==> src/sse_pkg.sv <==
// ----------------------------------------------------------------------------
// sse_pkg
// Shared types, constants and helpers for the substring search engine.
// ----------------------------------------------------------------------------
package sse_pkg;

  localparam int FlagW     = 64;
  localparam int GroupW    = 8;
  localparam int NumGroups = FlagW / GroupW;
  localparam int PosW      = 16;
  localparam int SEndW     = PosW + 2;
  localparam int OffW      = 6;
  localparam int LenW      = 4;
  localparam int CfgIdxW   = 3;
  localparam int CfgDataW  = 64;
  localparam int QDepth    = 2;

  localparam logic [OffW-1:0] MaxOffset = 6'd63;

  typedef enum logic [CfgIdxW-1:0] {
    CFG_NEEDLE_BYTES  = 3'd0,
    CFG_NEEDLE_LENGTH = 3'd1,
    CFG_IGNORE_CASE   = 3'd2,
    CFG_FIND_LAST     = 3'd3,
    CFG_START_OFFSET  = 3'd4
  } cfg_idx_t;

  // everything the back end needs to finish one text
  typedef struct packed {
    logic                    too_long;
    logic                    find_last;
    logic [OffW-1:0]         offset;
    logic [FlagW-1:0]        flags;
    logic signed [SEndW-1:0] s_end;
    logic                    first_valid;
    logic [PosW-1:0]         first_start;
    logic                    settled_valid;
    logic [PosW-1:0]         settled_start;
  } search_req_t;

  function automatic logic [7:0] fold_char(input logic [7:0] c, input logic ic);
    if (ic && (c >= 8'h41) && (c <= 8'h5A)) begin
      return c + 8'd32;
    end
    return c;
  endfunction

endpackage

==> src/substring_search_engine_top.sv <==
// ----------------------------------------------------------------------------
// substring_search_engine_top
// Streaming substring search of a text against a configured needle.
// ----------------------------------------------------------------------------
// throughput: one text byte per cycle while in_ready is high, a one-byte text every cycle included
// result path: the request for the last byte of a text passes through the
//   request queue, the flag priority stage and the output register
// a stalled output backs up through a two-entry request queue into in_ready
// reset is synchronous: configuration registers and stream state go to zero, but the byte window is not reset
module substring_search_engine_top
  import sse_pkg::*;
#(
  parameter int MAX_NEEDLE = 8,
  parameter int MAX_TEXT   = 65536
) (
  input  logic                clk,
  input  logic                rst_n,
  input  logic                cfg_we,
  input  logic [CfgIdxW-1:0]  cfg_index,
  input  logic [CfgDataW-1:0] cfg_wdata,
  input  logic                in_valid,
  output logic                in_ready,
  input  logic [7:0]          in_text_byte,
  input  logic                in_last_byte,
  output logic                out_valid,
  input  logic                out_ready,
  output logic                out_found,
  output logic [PosW-1:0]     out_match_position,
  output logic                out_too_long
);

  logic        push;
  search_req_t push_req;
  logic        q_ready;
  logic        pop_valid;
  search_req_t pop_req;
  logic        pop;

  sse_front #(
    .MAX_NEEDLE (MAX_NEEDLE),
    .MAX_TEXT   (MAX_TEXT)
  ) u_front (
    .clk          (clk),
    .rst_n        (rst_n),
    .cfg_we       (cfg_we),
    .cfg_index    (cfg_index),
    .cfg_wdata    (cfg_wdata),
    .in_valid     (in_valid),
    .in_ready     (in_ready),
    .in_text_byte (in_text_byte),
    .in_last_byte (in_last_byte),
    .q_ready      (q_ready),
    .push         (push),
    .push_req     (push_req)
  );

  sse_queue u_queue (
    .clk       (clk),
    .rst_n     (rst_n),
    .push      (push),
    .push_req  (push_req),
    .q_ready   (q_ready),
    .pop_valid (pop_valid),
    .pop_req   (pop_req),
    .pop       (pop)
  );

  sse_back u_back (
    .clk                (clk),
    .rst_n              (rst_n),
    .pop_valid          (pop_valid),
    .pop_req            (pop_req),
    .pop                (pop),
    .out_valid          (out_valid),
    .out_ready          (out_ready),
    .out_found          (out_found),
    .out_match_position (out_match_position),
    .out_too_long       (out_too_long)
  );

endmodule

==> src/sse_front.sv <==
// ----------------------------------------------------------------------------
// sse_front
// Holds configuration, compares each byte window against the needle and
// tracks first and settled match starts; hands a request to the queue on the
// last byte of a text.
// ----------------------------------------------------------------------------
module sse_front
  import sse_pkg::*;
#(
  parameter int MAX_NEEDLE = 8,
  parameter int MAX_TEXT   = 65536
) (
  input  logic                clk,
  input  logic                rst_n,
  input  logic                cfg_we,
  input  logic [CfgIdxW-1:0]  cfg_index,
  input  logic [CfgDataW-1:0] cfg_wdata,
  input  logic                in_valid,
  output logic                in_ready,
  input  logic [7:0]          in_text_byte,
  input  logic                in_last_byte,
  input  logic                q_ready,
  output logic                push,
  output search_req_t         push_req
);

  localparam int CntW  = $clog2(MAX_TEXT + 2);
  localparam int SCurW = ((CntW > 7) ? CntW : 7) + 1;
  localparam int WinB  = MAX_NEEDLE + 1;
  localparam int WIdxW = $clog2(WinB);
  localparam logic [CntW-1:0] TextMax   = CntW'(MAX_TEXT);
  localparam logic [LenW-1:0] NeedleMax = LenW'(MAX_NEEDLE);

  logic [CfgDataW-1:0] needle_r;
  logic [LenW-1:0]     len_r;
  logic                ic_r;
  logic                last_mode_r;
  logic [OffW-1:0]     off_r;

  logic [MAX_NEEDLE*8-1:0] win_r;
  logic [CntW-1:0]         cnt_r, cnt_nxt;
  logic                    fv_r, fv_nxt;
  logic [PosW-1:0]         fs_r, fs_nxt;
  logic [FlagW-1:0]        flags_r, flags_nxt;
  logic                    sv_r, sv_nxt;
  logic [PosW-1:0]         ss_r, ss_nxt;

  logic [WinB*8-1:0]        win_all;
  logic [LenW-1:0]          widx;
  logic [7:0]               nb;
  logic [7:0]               tx;
  logic                     all_eq;
  logic signed [SCurW-1:0]  s_cur;
  logic signed [SCurW-1:0]  s_old;
  logic signed [SCurW-1:0]  s_end;
  logic                     active;
  logic                     len_ok;
  logic                     hit;
  logic                     first_take;
  logic                     settle_take;
  logic                     fire;

  assign in_ready = q_ready;
  assign fire     = in_valid && in_ready;
  assign win_all  = {win_r, in_text_byte};

  // newest byte sits in the low byte of the window
  always_comb begin
    all_eq = 1'b1;
    widx   = '0;
    nb     = '0;
    tx     = '0;
    for (int j = 0; j < MAX_NEEDLE; j++) begin
      widx = len_r - LenW'(1) - LenW'(j);
      nb   = needle_r[8*j +: 8];
      tx   = win_all[8*widx[WIdxW-1:0] +: 8];
      if ((LenW'(j) < len_r) && (fold_char(nb, ic_r) != fold_char(tx, ic_r))) begin
        all_eq = 1'b0;
      end
    end
  end

  assign s_cur  = $signed(SCurW'(cnt_r) + SCurW'(1) - SCurW'(len_r));
  assign s_old  = s_cur - $signed(SCurW'(FlagW));
  assign active = cnt_r < TextMax;
  assign len_ok = (len_r != '0) && (len_r <= NeedleMax) && !s_cur[SCurW-1];
  assign hit    = active && len_ok && all_eq;

  assign first_take  = hit && !fv_r && ($unsigned(s_cur) >= SCurW'(off_r));
  assign settle_take = active && flags_r[FlagW-1] && !s_old[SCurW-1];

  assign fv_nxt    = fv_r || first_take;
  assign fs_nxt    = first_take ? PosW'($unsigned(s_cur)) : fs_r;
  assign sv_nxt    = sv_r || settle_take;
  assign ss_nxt    = settle_take ? PosW'($unsigned(s_old)) : ss_r;
  assign flags_nxt = active ? {flags_r[FlagW-2:0], hit} : flags_r;
  assign cnt_nxt   = (cnt_r <= TextMax) ? (cnt_r + CntW'(1)) : cnt_r;
  assign s_end     = $signed(SCurW'(cnt_nxt) - SCurW'(len_r));

  assign push = fire && in_last_byte;

  always_comb begin
    push_req               = '0;
    push_req.too_long      = cnt_nxt > TextMax;
    push_req.find_last     = last_mode_r;
    push_req.offset        = off_r;
    push_req.flags         = flags_nxt;
    push_req.s_end         = SEndW'(s_end);
    push_req.first_valid   = fv_nxt;
    push_req.first_start   = fs_nxt;
    push_req.settled_valid = sv_nxt;
    push_req.settled_start = ss_nxt;
  end

  always_ff @(posedge clk) begin
    if (!rst_n) begin
      needle_r    <= '0;
      len_r       <= '0;
      ic_r        <= 1'b0;
      last_mode_r <= 1'b0;
      off_r       <= '0;
    end else if (cfg_we) begin
      unique case (cfg_idx_t'(cfg_index))
        CFG_NEEDLE_BYTES:  needle_r    <= cfg_wdata;
        CFG_NEEDLE_LENGTH: len_r       <= cfg_wdata[LenW-1:0];
        CFG_IGNORE_CASE:   ic_r        <= cfg_wdata[0];
        CFG_FIND_LAST:     last_mode_r <= cfg_wdata[0];
        CFG_START_OFFSET: begin
          off_r <= (cfg_wdata[OffW-1:0] > MaxOffset) ? MaxOffset : cfg_wdata[OffW-1:0];
        end
        default: ;
      endcase
    end
  end

  always_ff @(posedge clk) begin
    if (fire) begin
      win_r <= win_all[MAX_NEEDLE*8-1:0];
    end
  end

  always_ff @(posedge clk) begin
    if (!rst_n) begin
      cnt_r   <= '0;
      fv_r    <= 1'b0;
      fs_r    <= '0;
      flags_r <= '0;
      sv_r    <= 1'b0;
      ss_r    <= '0;
    end else if (fire) begin
      if (in_last_byte) begin
        // text done, start the next one clean
        cnt_r   <= '0;
        fv_r    <= 1'b0;
        fs_r    <= '0;
        flags_r <= '0;
        sv_r    <= 1'b0;
        ss_r    <= '0;
      end else begin
        cnt_r   <= cnt_nxt;
        fv_r    <= fv_nxt;
        fs_r    <= fs_nxt;
        flags_r <= flags_nxt;
        sv_r    <= sv_nxt;
        ss_r    <= ss_nxt;
      end
    end
  end

endmodule

==> src/sse_queue.sv <==
// ----------------------------------------------------------------------------
// sse_queue
// Short request queue between the front and back ends.
// ----------------------------------------------------------------------------
module sse_queue
  import sse_pkg::*;
(
  input  logic        clk,
  input  logic        rst_n,
  input  logic        push,
  input  search_req_t push_req,
  output logic        q_ready,
  output logic        pop_valid,
  output search_req_t pop_req,
  input  logic        pop
);

  localparam int PtrW  = $clog2(QDepth);
  localparam int CntQW = $clog2(QDepth + 1);

  search_req_t      slot_r [QDepth];
  logic [PtrW-1:0]  wr_ptr_r, wr_ptr_nxt;
  logic [PtrW-1:0]  rd_ptr_r, rd_ptr_nxt;
  logic [CntQW-1:0] cnt_r;

  assign q_ready   = cnt_r != CntQW'(QDepth);
  assign pop_valid = cnt_r != '0;
  assign pop_req   = slot_r[rd_ptr_r];

  assign wr_ptr_nxt = (wr_ptr_r == PtrW'(QDepth - 1)) ? '0 : (wr_ptr_r + PtrW'(1));
  assign rd_ptr_nxt = (rd_ptr_r == PtrW'(QDepth - 1)) ? '0 : (rd_ptr_r + PtrW'(1));

  always_ff @(posedge clk) begin
    if (push) begin
      slot_r[wr_ptr_r] <= push_req;
    end
  end

  always_ff @(posedge clk) begin
    if (!rst_n) begin
      wr_ptr_r <= '0;
      rd_ptr_r <= '0;
      cnt_r    <= '0;
    end else begin
      if (push) begin
        wr_ptr_r <= wr_ptr_nxt;
      end
      if (pop) begin
        rd_ptr_r <= rd_ptr_nxt;
      end
      if (push && !pop) begin
        cnt_r <= cnt_r + CntQW'(1);
      end else if (pop && !push) begin
        cnt_r <= cnt_r - CntQW'(1);
      end
    end
  end

endmodule

==> src/sse_back.sv <==
// ----------------------------------------------------------------------------
// sse_back
// Resolves one queued request into a result: a registered two-level priority
// search over the recent match flags, then result select into the output
// register.
// ----------------------------------------------------------------------------
module sse_back
  import sse_pkg::*;
(
  input  logic            clk,
  input  logic            rst_n,
  input  logic            pop_valid,
  input  search_req_t     pop_req,
  output logic            pop,
  output logic            out_valid,
  input  logic            out_ready,
  output logic            out_found,
  output logic [PosW-1:0] out_match_position,
  output logic            out_too_long
);

  localparam int GIdxW = $clog2(GroupW);
  localparam int GrpW  = $clog2(NumGroups);

  logic                 grp_any [NumGroups];
  logic [GIdxW-1:0]     grp_idx [NumGroups];

  logic                 s1_valid_r;
  search_req_t          s1_req_r;
  logic                 s1_any_r [NumGroups];
  logic [GIdxW-1:0]     s1_idx_r [NumGroups];

  logic                 sel_any;
  logic [GrpW-1:0]      sel_grp;
  logic [OffW-1:0]      k_sel;
  logic signed [SEndW-1:0] s_pos;

  logic                 res_found;
  logic [PosW-1:0]      res_pos;
  logic                 res_too_long;

  logic                 out_valid_r;
  logic                 found_r;
  logic [PosW-1:0]      pos_r;
  logic                 too_long_r;

  logic                 adv_out;
  logic                 s1_ready;

  assign adv_out  = !out_valid_r || out_ready;
  assign s1_ready = !s1_valid_r || adv_out;
  assign pop      = pop_valid && s1_ready;

  // per group: lowest flag at or above the offset
  always_comb begin
    for (int g = 0; g < NumGroups; g++) begin
      grp_any[g] = 1'b0;
      grp_idx[g] = '0;
      for (int b = GroupW - 1; b >= 0; b--) begin
        if (pop_req.flags[g*GroupW + b] &&
            (OffW'(g*GroupW + b) >= pop_req.offset)) begin
          grp_any[g] = 1'b1;
          grp_idx[g] = GIdxW'(b);
        end
      end
    end
  end

  always_comb begin
    sel_any = 1'b0;
    sel_grp = '0;
    for (int g = NumGroups - 1; g >= 0; g--) begin
      if (s1_any_r[g]) begin
        sel_any = 1'b1;
        sel_grp = GrpW'(g);
      end
    end
  end

  assign k_sel = {sel_grp, s1_idx_r[sel_grp]};
  assign s_pos = s1_req_r.s_end - $signed(SEndW'(k_sel));

  always_comb begin
    res_found    = 1'b0;
    res_pos      = '0;
    res_too_long = 1'b0;
    priority if (s1_req_r.too_long) begin
      res_too_long = 1'b1;
    end else if (s1_req_r.find_last) begin
      // a newest flag that starts before the text falls back to the settled start
      if (sel_any && !s_pos[SEndW-1]) begin
        res_found = 1'b1;
        res_pos   = s_pos[PosW-1:0];
      end else if (s1_req_r.settled_valid) begin
        res_found = 1'b1;
        res_pos   = s1_req_r.settled_start;
      end
    end else if (s1_req_r.first_valid) begin
      res_found = 1'b1;
      res_pos   = s1_req_r.first_start;
    end
  end

  always_ff @(posedge clk) begin
    if (!rst_n) begin
      s1_valid_r  <= 1'b0;
      out_valid_r <= 1'b0;
    end else begin
      if (s1_ready) begin
        s1_valid_r <= pop_valid;
      end
      if (adv_out) begin
        out_valid_r <= s1_valid_r;
      end
    end
  end

  always_ff @(posedge clk) begin
    if (pop) begin
      s1_req_r <= pop_req;
      for (int g = 0; g < NumGroups; g++) begin
        s1_any_r[g] <= grp_any[g];
        s1_idx_r[g] <= grp_idx[g];
      end
    end
    if (adv_out && s1_valid_r) begin
      found_r    <= res_found;
      pos_r      <= res_pos;
      too_long_r <= res_too_long;
    end
  end

  assign out_valid          = out_valid_r;
  assign out_found          = found_r;
  assign out_match_position = pos_r;
  assign out_too_long       = too_long_r;

endmodule

==> config.mk <==
export PLATFORM = sky130hd
export DESIGN_NAME = substring_search_engine_top
export DESIGN_NICKNAME = d
export VERILOG_FILES = /design/src/sse_pkg.sv /design/src/substring_search_engine_top.sv /design/src/sse_front.sv /design/src/sse_queue.sv /design/src/sse_back.sv
export SDC_FILE = /design/constraint.sdc
export NUM_CORES = 1
export LEC_CHECK = 0
export ABC_AREA = 1
export BUFFER_PORTS_ARGS = -buffer_cell sky130_fd_sc_hd__buf_2
export CORE_ASPECT_RATIO = 1.1
export CORE_MARGIN = 8
export CORE_UTILIZATION = 39
export DETAILED_ROUTE_END_ITERATION = 8
export SLEW_MARGIN = 5
export SYNTH_ARGS = -nofsm -noshare
export SYNTH_HDL_FRONTEND = slang
export SYNTH_SLANG_ARGS = --single-unit
==> constraint.sdc <==
create_clock -name clk -period 7.9 [get_ports clk]
set_input_delay 1.185 -clock clk [delete_from_list [all_inputs] [get_ports clk]]
set_output_delay 1.185 -clock clk [all_outputs]
set_load 0.05 [all_outputs]
---- Word level (Yosys, flattened, before mapping) ----
Memories as Yosys holds them, arrays and structs flattened. A register that Yosys moved wholly into a read port is not among the register bits.
Cells that the tools add are included.
storage, ports and cells
  register bits ........................... 333
  RAM bits ................................ 280
  input bits .............................. 81
  output and inout bits ................... 20
  memories kept ........................... 3
cells by class
  add/sub/neg operators ................... 34
  $lt $le $gt $ge ......................... 110
  equality and inequality tests ........... 13
  shift-type cells ........................ 8
  multiplexer cells ....................... 230
  reduce and logical (&&, ||, !) cells .... 140
memories
  name             depth  bits a word  read ports  clocked after memory_dff  wr ports  RTL line         RTL
  u_queue.slot_r   2      124          1           1                         1         sse_queue.sv:21  search_req_t slot_r [QDepth];
  u_back.s1_idx_r  8      3            1           0                         8         sse_back.sv:31   logic [GIdxW-1:0] s1_idx_r [NumGroups];
  u_back.s1_any_r  8      1            8           0                         8         sse_back.sv:30   logic s1_any_r [NumGroups];
operators with widths
  kind                                                            count
  indexed part select 72 x 8 -> 8 bit                             8
  two-way mux 8 bit                                               32
  two-way mux 3 bit                                               72
  >= comparator 6 bit, first input constant                       32
  adder 8 x 6 -> 8 bit, second input constant                     16
  >= comparator 8 x 7 -> 1 bit, second input constant             16
  less-or-equal comparator 8 x 7 -> 1 bit, second input constant  16
  two-way mux 16 bit                                              8
  two-way mux 64 bit                                              2
  logical AND 1 bit                                               119
  two-way mux 1 bit                                               111
  >= comparator 5 x 6 -> 1 bit, first input constant              16
  != test 8 bit                                                   8
  >= comparator 4 x 6 -> 1 bit, first input constant              8
  two-way mux 17 bit                                              2
  >= comparator 3 x 6 -> 1 bit, first input constant              4
  adder 17 x 1 -> 18 bit, second input constant                   1
  >= comparator 18 x 6 -> 1 bit                                   1
  subtractor 17 x 4 -> 18 bit                                     1
  subtractor 18 x 4 -> 18 bit                                     1
  subtractor 18 x 7 -> 18 bit                                     1
  subtractor 18 x 8 -> 18 bit, second input constant              1
  adder 17 x 1 -> 17 bit, second input constant                   1
  greater-than comparator 17 bit, second input constant           1
  other kinds (27)                                                57

---- Longest topological paths before layout ----
  depth in word-level cells ............... 22
  depth in mapped cells ................... 36
  mapped depth without buffers ............ 31

---- By module ----
Synthesis repeated with hierarchy kept, for this count alone.
unflattened totals
  cells, all modules ...................... 4246
  area total of the unflattened synthesis .. 34794.6 sq um
by module, submodules not included
  module     times used  cells each  area an instance (sq um)  seq. area each (sq um)
  sse_front  1           3087        19258.5                   5745.5
  sse_queue  1           421         9416.5                    7547.2
  sse_back   1           738         6119.6                    3163.0

---- Worst setup path after synthesis ----
Ideal clock, no wire load.
  path type ............................... input to register
  start ................................... input in_valid
  end ..................................... memory u_queue.slot_r[0][0] (netlist name), enable pin
  arrival ................................. 6.748 ns
  data required time ...................... 7.292 ns
  slack ................................... 0.544 ns
  cell stages on the path ................. 4
  cell sequence ........................... nand2_1 > nor2_1 > inv_1 > nor2_1
on the way
  word-level cells in the longest chain between the ends .. 4
RTL lines
  element                                  RTL line                           RTL
  start, declared                          substring_search_engine_top.sv:21  input logic in_valid,
  logical AND 1 bit                        sse_front.sv:64                    assign fire = in_valid && in_ready;
  logical AND 1 bit                        sse_front.sv:100                   assign push = fire && in_last_byte;
  via push                                 substring_search_engine_top.sv:32  logic push;
  two-way mux 1 bit                        sse_queue.sv:34                    if (push) begin
  two-way mux 1 bit (implied by the code)  sse_queue.sv:35                    slot_r[wr_ptr_r] <= push_req;
  end, declared                            sse_queue.sv:21
The timed path passes the listed nets, and every way through them passes these cells.

---- Final worst setup path ----
  start ................................... register u_front.len_r[2]
  end ..................................... register u_front.fs_r[3]
on the way
  word-level cells in the longest chain between the ends .. 22
RTL lines
  element                                                                              RTL line                          RTL
  start, declared                                                                      sse_front.sv:35                   logic [LenW-1:0] len_r;
  start signal, assigned                                                               sse_front.sv:125                  CFG_NEEDLE_LENGTH: len_r <= cfg_wdata[LenW-1:0];
  subtractor 4 x 1 -> 4 bit                                                            sse_front.sv:74                   widx = len_r - LenW'(1) - LenW'(j);
  subtractor 4 x 1 -> 4 bit or indexed part select 72 x 8 -> 8 bit (tied branches)     sse_front.sv:74, sse_front.sv:76
  indexed part select 72 x 8 -> 8 bit or >= comparator 8 x 7 -> 1 bit (tied branches)  sse_front.sv:76, sse_pkg.sv:42
  >= comparator 8 x 7 -> 1 bit or logical AND 1 bit (tied branches)                    sse_pkg.sv:42                     if (ic && (c >= 8'h41) && (c <= 8'h5A)) begin
  logical AND 1 bit                                                                    sse_pkg.sv:42
  logical AND 1 bit or two-way mux 1 bit (tied branches)                               sse_pkg.sv:42
  two-way mux 1 bit or two-way mux 8 bit (tied branches)                               sse_pkg.sv:42, sse_pkg.sv:45
  two-way mux 8 bit or != test 8 bit (tied branches)                                   sse_pkg.sv:45, sse_front.sv:77
  != test 8 bit or logical AND 1 bit (tied branches)                                   sse_front.sv:77                   if ((LenW'(j) < len_r) && (fold_char(nb, ic_r) != fold_char(tx, ic_r))) begin
  logical AND 1 bit or two-way mux 1 bit (tied branches)                               sse_front.sv:77
  two-way mux 1 bit (7 in a row)                                                       sse_front.sv:77
  logical AND 1 bit                                                                    sse_front.sv:87                   assign hit = active && len_ok && all_eq;
  logical AND 1 bit (2 in a row)                                                       sse_front.sv:89                   assign first_take = hit && !fv_r && ($unsigned(s_cur) >= SCurW'(off_r));
  two-way mux 16 bit (*)                                                               sse_front.sv:93                   assign fs_nxt = first_take ? PosW'($unsigned(s_cur)) : fs_r;
  two-way mux 16 bit (*)                                                               sse_front.sv:151                  if (in_last_byte) begin
  end signal, assigned                                                                 sse_front.sv:162                  fs_r <= fs_nxt;
  end, declared                                                                        sse_front.sv:43                   logic [PosW-1:0] fs_r, fs_nxt;
Mark *: on every way between the ends. The rest lies on a longest branch, timed or not. The select of a mux whose other input is x is not followed.
A chain may end at the register's enable or synchronous reset.

==> flow_metrics.py <==
metrics = {
    "critical_path": {
        "path_common_cell": "nand2_1",
        "critical_path.max_stage_delay_ns": 0.72,
        "endpoint_kind": "register",
        "cp_data_arrival_time_ns": 6.35,
        "critPathKind": "register to register",
        "crit_fanout": 30,
        "ff2ff_path_depth": 25,
        "cp-start-kind": "register",
        "required_ns": 8.44,
        "crit_slowest_cell": "inv_1",
    },
    "timing": {
        "setup_viol": 0,
        "skew_ns": 0.0287,
        "fin_crit_ns": 5.82,
        "fmax_ghz": 0.172,
        "slew-limit-headroom_pct": 20.7,
        "rsz0062_at_grt": "false",
        "finalMaxSlewViolations": 0,
        "tightest_slew_ns": 1.19,
        "period_share_pct": 73.6,
        "finalSetupTns_ns": 0,
        "finalHoldViolCount": 0,
    },
    "logic_synthesis": {
        "syn_nets": 4347,
        "synthTopCellsByArea": "edfxtp_1 (38%), nand2_1 (16%), dfxtp_1 (12%)",
        "synth_most_common_cell": "nand2_1",
        "synth_top_flop_cell": "edfxtp_1",
        "synth.distinct_cells": 60,
        "synth_area_leader_cell": "edfxtp_1",
        "syn_area_um2": 33300,
        "syn_area_per_cell_um2": 7.96,
        "synth_edf_count": 416,
        "ys_warn_count": 0,
        "synth_seq_cells": 614,
        "synth-async-reset-ratio_pct": 0,
        "synth_top_area_share_pct": 37.6,
        "synth_commonest_cells": "nand2_1 (1459), edfxtp_1 (416), nor2_1 (351)",
        "seq_area_frac_synth_pct": 49.5,
        "synthCells": 4181,
    },
    "power_and_ir_drop": {
        "p_total_mw": 10.9,
        "p_leak_nw": 15.7,
        "power_density_nw_per_um2": 297,
        "peakVddDrop_uv": 167,
    },
    "floorplanning": {
        "ios": 101,
        "rows": 112,
        "initial_core_util_pct": 39.3,
        "die_w_um": 294,
        "core_area_um2": 84600,
        "die-area_um2": 94900,
        "die_h_um": 322,
    },
    "cells_and_area": {
        "final.fill_count": 8500,
        "drive_gt1_share_pct": 7.78,
        "multi_input_area_um2": 14800,
        "ff_latch_area_um2": 16500,
        "areaGrowthSynthToFinish_pct": 10.9,
        "final_nets": 4366,
    },
    "place": {
        "place_hpwl_um": 67000,
        "numPortBuffers": 100,
        "gp_congestion": 0.959,
    },
    "outcome": {
        "outcome": "finished clean",
    },
    "global_route": {
        "grt_max_degree": 124,
        "grt_use_total_pct": 19.6,
        "antenna_found_initial": 5,
        "grt_pass1_vias": 25800,
        "globalRoute.totalOverflow": 0,
        "grt_pass1_wl_um": 148000,
    },
    "route": {
        "wl_per_cell_um": 17.7,
        "drcViolationCount": 0,
        "ant_nets": 0,
        "drt_iter0_markers": 2287,
        "drt-total-wl_um": 95400,
        "vias_per_cell": 5.13,
        "dr.pass1.iters": 7,
        "vias": 27700,
    },
    "clocking": {
        "postCtsSetupBuffers": 0,
        "clock_latency_ns": 0.62,
        "path_clk_slew_ns": 0.06,
        "ctsResizeCount": 0,
        "htreeDepth": 3,
        "cts_buffer_depth": 3,
        "cts_buffers": 69,
        "tritoncts": "yes",
        "cts_sinks": 614,
        "cts_hold_buffers": 0,
        "clockRootBuffer": "clkbuf_16",
    },
    "min_path": {
        "worst_hold_path.num_cells": 1,
        "hp-class": "register to register",
    },
    "job": {
        "max-cap-violations": 0,
    },
}
-- sequential cells by signal (all words and copies together) (netlist names), 2 cells and up, named ones only --
register and count:
u_queue.slot_r 248, u_front.flags_r 64, u_front.needle_r 64, u_front.win_r 64
u_back.s1_req_r 54, u_back.s1_idx_r 24, u_front.cnt_r 17, u_back.out_match_position 16
u_front.fs_r 16, u_front.ss_r 16, u_back.s1_any_r 8, u_front.off_r 6
u_front.len_r 4, u_queue.cnt_r 2
-- cells by family (layout without fill, tap and decap cells) --
family,Yosys count,after routing,synth area share (%)
xor gates and xnor gates,93,93,2.47
DFF,614,614,49.5
adders and majority gates,85,85,3.27
and+or+nand+nor,2341,2341,29.3
other,0,1,0
buffers and inverters,514,587,6.23
AOI/OAI and AO/OA,530,530,9.11
muxes,4,4,0.120
-- power breakdown --
part / switching, mW / internal [mW]
combinational: 2.44 / 0.904
sequential: 0.286 / 4.08
clock: 1.35 / 1.87
-- path summary, 6_finish.rpt --
path / startpoint / endpoint / slack [ns]
min: u_queue.rd_ptr_r / register / 0.45
max: u_front.len_r[2] / u_front.fs_r[3] / 2.08
min reg2reg: u_queue.rd_ptr_r / register / 0.45
max reg2reg: u_front.len_r[2] / u_front.fs_r[3] / 2.08
-- per-layer routing --
| metal | GRT usage [%] | vias to the layer above | routed length (um) |
|---|---|---|---|
| li1 | - | 13900 | - |
| met1 | 24.8 | 12900 | 40500 |
| met2 | 34.0 | 763 | 46200 |
| met3 | 2.80 | 165 | 5200 |
| met4 | 7.09 | 4 | 3510 |
| met5 | 0 | - | 23 |
-- cells in the final DEF (no fill, tap or decap), drive strengths merged, types with 8 or more instances in the layout --
master,count
a21boi,9
a21oi,178
a22oi,65
a31oi,10
and2,22
buf,125
clkbuf,92
clkinv,24
dfxtp,198
edfxtp,416
ha,82
inv,338
nand2,1488
nand3,320
nand3b,9
nand4,45
nor2,369
nor3,55
nor4,11
o211ai,11
o21ai,212
o21bai,13
o22ai,8
or2,19
xnor2,23
xor2,70
-- stage by stage --
step                hold slack (ns)  worst slack [ns]  area [um2]  utilization [%]  std cells
floorplan                     0.424             0.544       33300                -       4181
global placement              0.435              2.23       34600             40.9       5269
detailed placement            0.446              2.18       34600             40.9       5269
CTS                           0.455              2.15       36900             43.6       5394
global route                  0.481              1.62       36900             43.6       5394
finish                        0.452              2.08       36900             43.6       5395
-- worst max-delay path: cells and delay by family, from the launching register on --
| family | cells | cell delay (ns) |
|---|---|---|
| fa+ha+maj | 1 | 0.65 |
| flops | 1 | 0.31 |
| compound gates | 2 | 0.29 |
| buf+inv | 3 | 1.27 |
| simple gates | 19 | 3.19 |
-- cell type report --
type / count / area share [%]
clock buffers: 92 / 5.02
repair buffers: 125 / 1.90
diodes: 1 / 0.00678
inverters: 337 / 3.46
flip-flops and latches: 614 / 44.6
multi-input cells: 3053 / 40.0
clock inverters: 33 / 1.07
well taps: 1140 / 3.87
Power figures use the tool's default switching activity.
